[src/sv/tccos_pkg.sv]
`timescale 1ns / 1ps
// ----------------------------------------------------------------------------
// tccos_pkg
// Shared types and constants of the ternary centred cosine core.
// ----------------------------------------------------------------------------
package tccos_pkg;

  // trit codes
  localparam logic [1:0] TRIT_NEG  = 2'd0;
  localparam logic [1:0] TRIT_POS  = 2'd2;

  localparam int unsigned MAG_W    = 16;
  localparam int unsigned BIT_W    = 4;
  localparam int unsigned ODD_W    = MAG_W + 1;
  localparam int unsigned ODD_SQ_W = 2 * ODD_W;
  localparam int unsigned FRAC_W   = 32;

  localparam logic signed [15:0] Q15_MAX = 16'sh7FFF;

  typedef struct packed {
    logic full;
    logic empty;
  } queue_status_t;

  typedef enum logic [3:0] {
    ST_IDLE = 4'b0001,
    ST_SQR  = 4'b0010,
    ST_MUL  = 4'b0100,
    ST_DONE = 4'b1000
  } back_state_t;

  function automatic logic trit_is_nonzero(input logic [1:0] code);
    return (code == TRIT_NEG) || (code == TRIT_POS);
  endfunction

endpackage

[src/sv/tccos_queue.sv]
`timescale 1ns / 1ps
// ----------------------------------------------------------------------------
// tccos_queue
// Two-entry queue of finished sums between the accumulator and the divider.
// ----------------------------------------------------------------------------
module tccos_queue #(
  parameter int unsigned WIDTH = 25
) (
  input  logic                    clk,
  input  logic                    rst,
  input  logic                    wr,
  input  logic [WIDTH-1:0]        wr_data,
  input  logic                    rd,
  output logic [WIDTH-1:0]        rd_data,
  output tccos_pkg::queue_status_t status
);
  import tccos_pkg::*;

  logic [WIDTH-1:0] mem [2];
  logic             wr_ptr;
  logic             rd_ptr;
  logic [1:0]       count;
  logic             do_wr;
  logic             do_rd;

  assign status.full  = (count == 2'd2);
  assign status.empty = (count == 2'd0);
  assign do_wr        = wr && !status.full;
  assign do_rd        = rd && !status.empty;
  assign rd_data      = mem[rd_ptr];

  always_ff @(posedge clk) begin
    if (do_wr) begin
      mem[wr_ptr] <= wr_data;
    end
  end

  always_ff @(posedge clk) begin
    if (rst) begin
      wr_ptr <= 1'b0;
      rd_ptr <= 1'b0;
      count  <= 2'd0;
    end else begin
      if (do_wr) begin
        wr_ptr <= ~wr_ptr;
      end
      if (do_rd) begin
        rd_ptr <= ~rd_ptr;
      end
      case ({do_wr, do_rd})
        2'b10:   count <= count + 2'd1;
        2'b01:   count <= count - 2'd1;
        default: count <= count;
      endcase
    end
  end

endmodule

[src/sv/tccos_front.sv]
`timescale 1ns / 1ps
// ----------------------------------------------------------------------------
// tccos_front
// Accumulates dot product and squared norms, one trit pair a cycle while
// accept is high, and hands the closed sums to the queue on the last pair.
// ----------------------------------------------------------------------------
module tccos_front #(
  parameter int unsigned MAX_LENGTH = 240,
  parameter int unsigned SUM_W      = 8
) (
  input  logic                 clk,
  input  logic                 rst,
  input  logic                 accept,
  input  logic [1:0]           trit_a,
  input  logic [1:0]           trit_b,
  input  logic                 last_pair,
  output logic                 q_wr,
  output logic [3*SUM_W:0]     q_data
);
  import tccos_pkg::*;

  localparam logic signed [SUM_W:0] DOT_MAX  = (SUM_W+1)'(MAX_LENGTH);
  localparam logic signed [SUM_W:0] DOT_ONE  = (SUM_W+1)'(1);
  localparam logic [SUM_W-1:0]      NORM_MAX = SUM_W'(MAX_LENGTH);

  logic signed [SUM_W:0] dot_sum, dot_sum_next;
  logic [SUM_W-1:0]      norm_a_sum, norm_a_sum_next;
  logic [SUM_W-1:0]      norm_b_sum, norm_b_sum_next;
  logic                  a_nz, b_nz, prod_pos, prod_neg;

  always_comb begin
    a_nz     = trit_is_nonzero(trit_a);
    b_nz     = trit_is_nonzero(trit_b);
    prod_pos = a_nz && b_nz && (trit_a == trit_b);
    prod_neg = a_nz && b_nz && (trit_a != trit_b);

    dot_sum_next = dot_sum;
    if (prod_pos && dot_sum != DOT_MAX) begin
      dot_sum_next = dot_sum + DOT_ONE;
    end else if (prod_neg && dot_sum != -DOT_MAX) begin
      dot_sum_next = dot_sum - DOT_ONE;
    end

    norm_a_sum_next = norm_a_sum;
    if (a_nz && norm_a_sum != NORM_MAX) begin
      norm_a_sum_next = norm_a_sum + 1'b1;
    end
    norm_b_sum_next = norm_b_sum;
    if (b_nz && norm_b_sum != NORM_MAX) begin
      norm_b_sum_next = norm_b_sum + 1'b1;
    end
  end

  assign q_wr   = accept && last_pair;
  assign q_data = {dot_sum_next, norm_a_sum_next, norm_b_sum_next};

  always_ff @(posedge clk) begin
    if (rst) begin
      dot_sum    <= '0;
      norm_a_sum <= '0;
      norm_b_sum <= '0;
    end else if (accept) begin
      if (last_pair) begin
        dot_sum    <= '0;
        norm_a_sum <= '0;
        norm_b_sum <= '0;
      end else begin
        dot_sum    <= dot_sum_next;
        norm_a_sum <= norm_a_sum_next;
        norm_b_sum <= norm_b_sum_next;
      end
    end
  end

endmodule

[src/sv/tccos_back.sv]
`timescale 1ns / 1ps
// ----------------------------------------------------------------------------
// tccos_back
// Bit-serial search for round(32768*|dot|/sqrt(na*nb)), a square state and
// a compare state a bit, then sign, saturation and the result register.
// ----------------------------------------------------------------------------
module tccos_back #(
  parameter int unsigned SUM_W      = 8
) (
  input  logic               clk,
  input  logic               rst,
  input  logic [3*SUM_W:0]   q_data,
  input  tccos_pkg::queue_status_t q_status,
  output logic               q_rd,
  input  logic               pop,
  output logic               empty,
  output logic signed [15:0] similarity,
  output logic               zero_norm
);
  import tccos_pkg::*;

  localparam int unsigned SQ_W   = 2 * SUM_W;
  localparam int unsigned PROD_W = ODD_SQ_W + SQ_W;

  back_state_t           state;
  logic signed [SUM_W:0] in_dot;
  logic [SUM_W-1:0]      in_na, in_nb, in_mag;
  logic                  dot_neg, zn, out_valid;
  logic [SQ_W-1:0]       d_sq, p;
  logic [MAG_W-1:0]      m, cand;
  logic [BIT_W-1:0]      bitn;
  logic [ODD_W-1:0]      odd;
  logic [ODD_SQ_W-1:0]   odd_sq;
  logic [PROD_W-1:0]     lhs, rhs;
  logic                  fits, out_free;

  assign in_dot = q_data[3*SUM_W:2*SUM_W];
  assign in_na  = q_data[2*SUM_W-1:SUM_W];
  assign in_nb  = q_data[SUM_W-1:0];
  assign in_mag = in_dot[SUM_W] ? SUM_W'(-in_dot) : in_dot[SUM_W-1:0];

  assign cand = m | (MAG_W'(1) << bitn);
  assign odd  = {cand, 1'b0} - ODD_W'(1);
  assign lhs  = PROD_W'(odd_sq) * PROD_W'(p);
  assign rhs  = PROD_W'({d_sq, {FRAC_W{1'b0}}});
  assign fits = (lhs <= rhs);

  assign q_rd     = (state == ST_IDLE) && !q_status.empty;
  assign out_free = !out_valid || pop;
  assign empty    = !out_valid;

  always_ff @(posedge clk) begin
    case (state)
      ST_IDLE: begin
        if (!q_status.empty) begin
          dot_neg <= in_dot[SUM_W];
          zn      <= (in_na == '0) || (in_nb == '0);
          d_sq    <= SQ_W'(in_mag) * SQ_W'(in_mag);
          p       <= SQ_W'(in_na) * SQ_W'(in_nb);
          m       <= '0;
          bitn    <= BIT_W'(MAG_W - 1);
        end
      end
      ST_SQR: begin
        odd_sq <= ODD_SQ_W'(odd) * ODD_SQ_W'(odd);
      end
      ST_MUL: begin
        if (fits) begin
          m <= cand;
        end
        bitn <= bitn - 1'b1;
      end
      default: begin
      end
    endcase
  end

  always_ff @(posedge clk) begin
    if (state == ST_DONE && out_free) begin
      zero_norm <= zn;
      if (zn) begin
        similarity <= '0;
      end else if (dot_neg) begin
        similarity <= -$signed(m);
      end else if (m[MAG_W-1]) begin
        similarity <= Q15_MAX;
      end else begin
        similarity <= $signed(m);
      end
    end
  end

  always_ff @(posedge clk) begin
    if (rst) begin
      state     <= ST_IDLE;
      out_valid <= 1'b0;
    end else begin
      case (state)
        ST_IDLE: begin
          if (!q_status.empty) begin
            // zero norms skip the search
            if (in_na == '0 || in_nb == '0) begin
              state <= ST_DONE;
            end else begin
              state <= ST_SQR;
            end
          end
        end
        ST_SQR: begin
          // once bit 15 is set the magnitude is at its cap
          state <= m[MAG_W-1] ? ST_DONE : ST_MUL;
        end
        ST_MUL: begin
          state <= (bitn == '0) ? ST_DONE : ST_SQR;
        end
        ST_DONE: begin
          if (out_free) begin
            state <= ST_IDLE;
          end
        end
        default: state <= ST_IDLE;
      endcase

      if (state == ST_DONE && out_free) begin
        out_valid <= 1'b1;
      end else if (pop) begin
        out_valid <= 1'b0;
      end
    end
  end

endmodule

[src/sv/ternary_centered_cosine_core.sv]
`timescale 1ns / 1ps
// ----------------------------------------------------------------------------
// ternary_centered_cosine_core
// Centred cosine similarity of two ternary vectors, a pair a cycle unless full.
// ----------------------------------------------------------------------------
//  channel  | direction | handshake        | payload
//  ---------+-----------+------------------+------------------------------
//  trits    | in        | push / full      | trit_a, trit_b, last_pair
//  result   | out       | pop / empty      | similarity, zero_norm
//
//  Pairs are taken one a cycle unless full; the accumulator never stalls itself.
//  Each vector's sums pass through a two-entry queue to the divider, which
//  finds the 16 result bits one by one, finishing a vector before the next.
//  full rises while both queue entries wait; the result register holds
//  until popped; the divider then stalls when done. rst is synchronous.
// ----------------------------------------------------------------------------
module ternary_centered_cosine_core #(
  parameter int unsigned MAX_LENGTH = 240
) (
  input  logic               clk,
  input  logic               rst,
  input  logic               push,
  output logic               full,
  input  logic [1:0]         trit_a,
  input  logic [1:0]         trit_b,
  input  logic               last_pair,
  output logic               empty,
  input  logic               pop,
  output logic signed [15:0] similarity,
  output logic               zero_norm
);
  import tccos_pkg::*;

  localparam int unsigned SUM_W = $clog2(MAX_LENGTH + 1);
  localparam int unsigned ENT_W = 3 * SUM_W + 1;

  queue_status_t    q_status;
  logic             q_wr, q_rd, accept;
  logic [ENT_W-1:0] q_wr_data, q_rd_data;

  assign full   = q_status.full;
  assign accept = push && !full;

  tccos_front #(
    .MAX_LENGTH(MAX_LENGTH),
    .SUM_W     (SUM_W)
  ) u_front (
    .clk      (clk),
    .rst      (rst),
    .accept   (accept),
    .trit_a   (trit_a),
    .trit_b   (trit_b),
    .last_pair(last_pair),
    .q_wr     (q_wr),
    .q_data   (q_wr_data)
  );

  tccos_queue #(
    .WIDTH(ENT_W)
  ) u_queue (
    .clk    (clk),
    .rst    (rst),
    .wr     (q_wr),
    .wr_data(q_wr_data),
    .rd     (q_rd),
    .rd_data(q_rd_data),
    .status (q_status)
  );

  tccos_back #(
    .SUM_W     (SUM_W)
  ) u_back (
    .clk       (clk),
    .rst       (rst),
    .q_data    (q_rd_data),
    .q_status  (q_status),
    .q_rd      (q_rd),
    .pop       (pop),
    .empty     (empty),
    .similarity(similarity),
    .zero_norm (zero_norm)
  );

endmodule
[config.mk]
export PLATFORM = sky130hd
export DESIGN_NAME = ternary_centered_cosine_core
export DESIGN_NICKNAME = d
export VERILOG_FILES = /design/src/sv/tccos_pkg.sv /design/src/sv/tccos_queue.sv /design/src/sv/tccos_front.sv /design/src/sv/tccos_back.sv /design/src/sv/ternary_centered_cosine_core.sv
export SDC_FILE = /design/constraint.sdc
export NUM_CORES = 2
export LEC_CHECK = 0
export ABC_AREA = 1
export BUFFER_PORTS_ARGS = -buffer_cell sky130_fd_sc_hd__buf_2
export CAP_MARGIN = 10
export CORE_ASPECT_RATIO = 2
export CORE_MARGIN = 1.5
export CORE_UTILIZATION = 50
export DETAILED_ROUTE_END_ITERATION = 6
export GPL_ROUTABILITY_DRIVEN = 1
export HOLD_SLACK_MARGIN = 0.15
export PLACE_DENSITY_LB_ADDON = 0.3
export SYNTH_ARGS = -nofsm -noshare
export SYNTH_HDL_FRONTEND = slang
export SYNTH_SLANG_ARGS = --single-unit
[constraint.sdc]
create_clock -name clk -period 12.4 [get_ports clk]
set_input_delay 1.86 -clock clk [delete_from_list [all_inputs] [get_ports clk]]
set_output_delay 1.86 -clock clk [all_outputs]
set_load 0.03 [all_outputs]
# == Word level (Yosys, flattened, before mapping) ==
# Memories as Yosys holds them, arrays and structs flattened. A register that Yosys moved wholly into a read port is not among the register bits.
# Index checks and enable logic that the tools add are counted.
# classes
n_reduce_logical,33
multipliers,4
n_mux,28
shift,1
n_eq_ne,18
bitwise,4
order_cmp,1
addsub,10
# op_table
op,count
$le 50x48->1,1
$mul 34x16->50,1
$mux 16,3
$mux 8,5
$mul 17x17->34,1
$mul 8x8->16,2
$pmux 16 s2,1
$mux 9,3
$mux 4,6
$ne 9x9->1 const B,2
$sub 17x1->17 const B,1
$add 8x1->8 const B,2
$logic_not 8->1,2
$ne 8x8->1 const B,2
$neg 16->16,1
$or 16x16->16,1
$pmux 4 s4,1
$shl 1x4->16 const A,1
$mux 15,1
$logic_and 1x1->1,13
$add 9x2->9 const B,1
$sub 9x2->9 const B,1
$eq 2x2->1 const B,4
$neg 8->8,1
23 further kinds,42
# word_totals
ram_bits,50
n_memories,1
elab_cells,117
ff_bits,139
input_bits,9
output_inout_bits,19
# memory_table
name,words,width,read_ports,rd_ports_with_merged_regs,wr,line,source
u_queue.mem,2,25,1,1,1,tccos_queue.sv:19,logic [WIDTH-1:0] mem [2];

# == Logic depth before layout (Yosys ltp) ==
# logic_depth
word_depth,8
ltp_mapped,47
mapped_depth_nobuf,46

# == Cells and area by module ==
# Synthesis repeated with hierarchy kept, for this count alone.
# hier_totals
cells_unflattened,4544
area_unflattened_um2,37486.0
# modules_own_cells
mod,area_per_inst_um2,cells_per_inst,seq_area_each_um2,instances
tccos_back,33273.2,4104,3133.0,1
tccos_queue,2159.6,118,1601.5,1
tccos_front,2043.2,320,500.5,1
ternary_centered_cosine_core,10.0,2,0.0,1

# == Worst setup path before layout ==
# No wires, ideal clock.
# synth_timing
kind,register -> register
start,reg u_back.odd_sq[19]
end,reg u_back.m[0] (enable)
period_less_slack_ns,7.990
arrival_ns,7.595
setup_ns,0.394
required_ns,12.006
n_path_buf,2
path_slack_ns,4.410
path_stages_with_launch,41
path_cell_list,edfxtp_1 clkbuf_1 clkbuf_1 nand2_1 inv_1 fa_1 inv_1 fa_1 fa_1 fa_1 fa_1 fa_1 inv_1 ha_1 a21oi_1 o21bai_1 a21oi_1 nor2_1 [... 5 more ...] xor2_1 ha_1 nand2_1 nor2_1 nand2_1 nor2_1 nand3_1 nor2_1 nand2_1 nor2_1 nand3_1 nor2_1 nand3_1 nor2_1 nand3_1 nand2_1 nand2_1 a21oi_1
# synth_between
elab_chain_len,4
# synth_lines
element,line,source
from (decl),tccos_back.sv:33,logic [ODD_SQ_W-1:0] odd_sq;
from (signal assigned),tccos_back.sv:65,odd_sq <= ODD_SQ_W'(odd) * ODD_SQ_W'(odd);
$mul 34x16->50,tccos_back.sv:44,assign lhs = PROD_W'(odd_sq) * PROD_W'(p);
$le 50x48->1,tccos_back.sv:46,assign fits = (lhs <= rhs);
$ne 2x1->1 (no line),--,
$reduce_and 3->1 (no line),--,
to (signal assigned),tccos_back.sv:69,m <= cand;
to (decl),tccos_back.sv:30,"logic [MAG_W-1:0] m, cand;"
# Every way passes these cells.
# A chain may end at the register's enable or synchronous reset.

# == Worst setup path in the final report ==
# layout_timing
start,reg u_back.odd_sq[8]
end,reg u_back.m[1] (enable)
# Same word-level chain as after synthesis.

==> metrics.md <==
| Metric | Value |
|---|---|
| Status | finished, final reports clean |
| Post-DR vias/cell | 5.37 |
| Setup crit end kind | flip-flop |
| CTS Buf Count | 17 |
| Gpl congestion | 0.985 |
| Register bit total from synthesis | 186 |
| Max-cap viol count | 0 |
| Antenna-violating nets left | 0 |
| Dpl hpwl | 81.4 mm |
| Vias | 28,600 |
| Slew Viols, Final | 0 |
| Chip Height | 387 um |
| Post-route setup slack | 3.14 ns |
| First-pass GRT wire length | 157 mm |
| Initial Util | 50.5% |
| Critical Path Most Common Cell | nand2_1 |
| Primary FF master, synth | edfxtp_1 |
| Actual slew at the worst max-slew pin | 0.905 ns |
| Port bufs | 27 |
| Overflow left after global routing | 0 |
| Hold Vio Cnt, Final | 0 |
| # Post-CTS Setup Buffers | 0 |
| CTS clk-pin slew, worst paths | 0.08 ns |
| Total GRT Usage | 27.2% |
| DRC | 0 |
| CP required | 12.55 ns |
| CP delay by family, top | adder cells |
| Library cells used by synthesis | 58 |
| Slowest stage delay, CP | 0.94 ns |
| Area Growth Syn to Fin | 4.59% |
| CTS H-tree depth | 4 |
| Hold Crit Class | flip-flop to flip-flop |
| Core Area | 72,900 um2 |
| Nets@finish | 5,386 |
| WL/cell | 18.5 um |
| Ports | 28 |
| Synth top cells by count | inv_1, nand2_1, fa_1 |
| Cell Rows | 140 |
| Clk sink count | 186 |
| Share of flip-flops with an asynchronous set or reset | 0% |
| Post-place setup slack | 3.24 ns |
| TritonCTS clock tree | yes |
| Final wirelength | 98.7 mm |
| Final Setup Violations | 0 |
| Largest net degree at the start of global routing | 48 |
| DR pass1 iterations | 7 |
| CP max FO | 16 |
| FMAX | 0.108 GHz |
| Yosys warns | 0 |
| Resized cells post-CTS | 0 |
| Worst Skew | 0.0353 ns |
| Chip Width | 195 um |
| Die area | 75,300 um2 |
| Post-synth top area share | 37.1% |
| Max Root-Sink Buffers | 2 |
| Startpoint Class | flip-flop |
| Hold buffer count at cts | 0 |
| Most area-consuming cells after synthesis | fa_1, edfxtp_1, inv_1, ha_1, nand2_1 |
| Unrepaired setup endpoints after global routing | no |
| Kind of critical path | flip-flop to flip-flop |
| Mapped Cells | 4,434 |
| Final Critical Period | 9.26 ns |
| Worst hold slack | 0.467 ns |
| Crit path max-delay cell type | edfxtp_1 |
| Critical path buffers and inverters | 2 |
| Setup Total Neg Slack | 0 ns |
| Antenna violations before repair | 2 |
| Crit path arrival time | 9.41 ns |
| Register area share after synthesis | 14.2% |
| Post-Synthesis Mean Instance Area | 8.29 um2 |
| Largest area contributor in the netlist | fa_1 |
| Slew headroom | 39.6% |
| Layout cells sized above 1 | 3.91% |
| Vias in the first global route | 31,200 |
| Root Driver | clkbuf_16 |
| DRT iter0 DRCs | 1,439 |
| Fin crit share | 74.7% |
| Later-pin clock latency in the skew report | 0.49 ns |
| Post-Syn Area | 36,800 um2 |
| Cell with the most instances after synthesis | inv_1 |
| EDFF count, synth | 151 |
-- flip-flops by register name (all words and copies together), names as in the netlist, named ones only --
signal and cells:
u_back.bitn 4, u_back.d_sq 15, u_back.dot_neg 1, u_back.m 16, u_back.odd_sq 31, u_back.out_valid 1
u_back.p 16, u_back.similarity 16, u_back.state 4, u_back.zero_norm 1, u_back.zn 1, u_front.dot_sum 9
u_front.norm_a_sum 8, u_front.norm_b_sum 8, u_queue.count 2, u_queue.mem 50, u_queue.rd_ptr 1, u_queue.wr_ptr 1
-- area by class of cell --
type | instances | area (um2)
fillers | 6909 | 34400
multi-input cells | 2942 | 26600
flip-flops and latches | 186 | 5240
inverters | 1171 | 4410
well taps | 923 | 1150
repair buffers | 65 | 440
clock buffers | 17 | 425
clock inverters | 15 | 194
diodes | 2 | 5.00
-- cell usage in the layout (no fill, tap or decap), types with 69 or more instances in the layout --
master and instances:
a21oi_1 154, edfxtp_1 151, fa_1 681, ha_1 313
inv_1 1149, nand2_1 971, nand3_1 69, nor2_1 318
o21ai_0 78, xor2_1 80
-- final timing paths --
kind	startpoint	to	slack [ns]	depth (start not counted)
setup reg to reg	u_back.odd_sq[8]	u_back.m[1]	3.14	37
hold reg to reg	u_queue.rd_ptr	u_queue.rd_ptr	0.47	1
hold / removal	u_queue.rd_ptr	u_queue.rd_ptr	0.47	1
setup / recovery	u_back.odd_sq[8]	u_back.m[1]	3.14	37
-- stage by stage --
stage | cell area, um2 | std cells | util [%]
after global placement | 37800 | 5286 | 51.9
after global routing | 38500 | 5319 | 52.8
final | 38500 | 5321 | 52.8
after floorplan | 36800 | 4445 | -
after detailed placement | 37800 | 5286 | 51.9
after CTS | 38400 | 5318 | 52.7
-- layer usage --
layer  track usage (%)  up-vias  part of all wire (%)  wire [um]
li1                  -    13000                     -          -
met2              52.9      946                    56      55100
met5                 0        -                 0.013         13
met4              20.4        2                   8.4       8300
met1              25.6    14100                    32      31100
met3              2.82      473                   4.3       4200
-- kinds of logic (layout without fill, tap and decap cells) --
logic type	after synthesis	count (layout)	share of synthesized area (%)
adder cells (fa/ha/maj)	994	994	47.7
AND/OR/NAND/NOR	1469	1469	16.1
AO/OA/AOI/OAI	343	343	5.25
buffers and inverters	1317	1268	13.6
other	2	15	0.0204
XOR/XNOR	120	120	2.96
multiplexers	3	3	0.0816
flip-flops	186	186	14.2
Power is left out: the tool's default activity adds up to more than one toggle a clock period on the data nets, which glitch-free logic cannot reach.
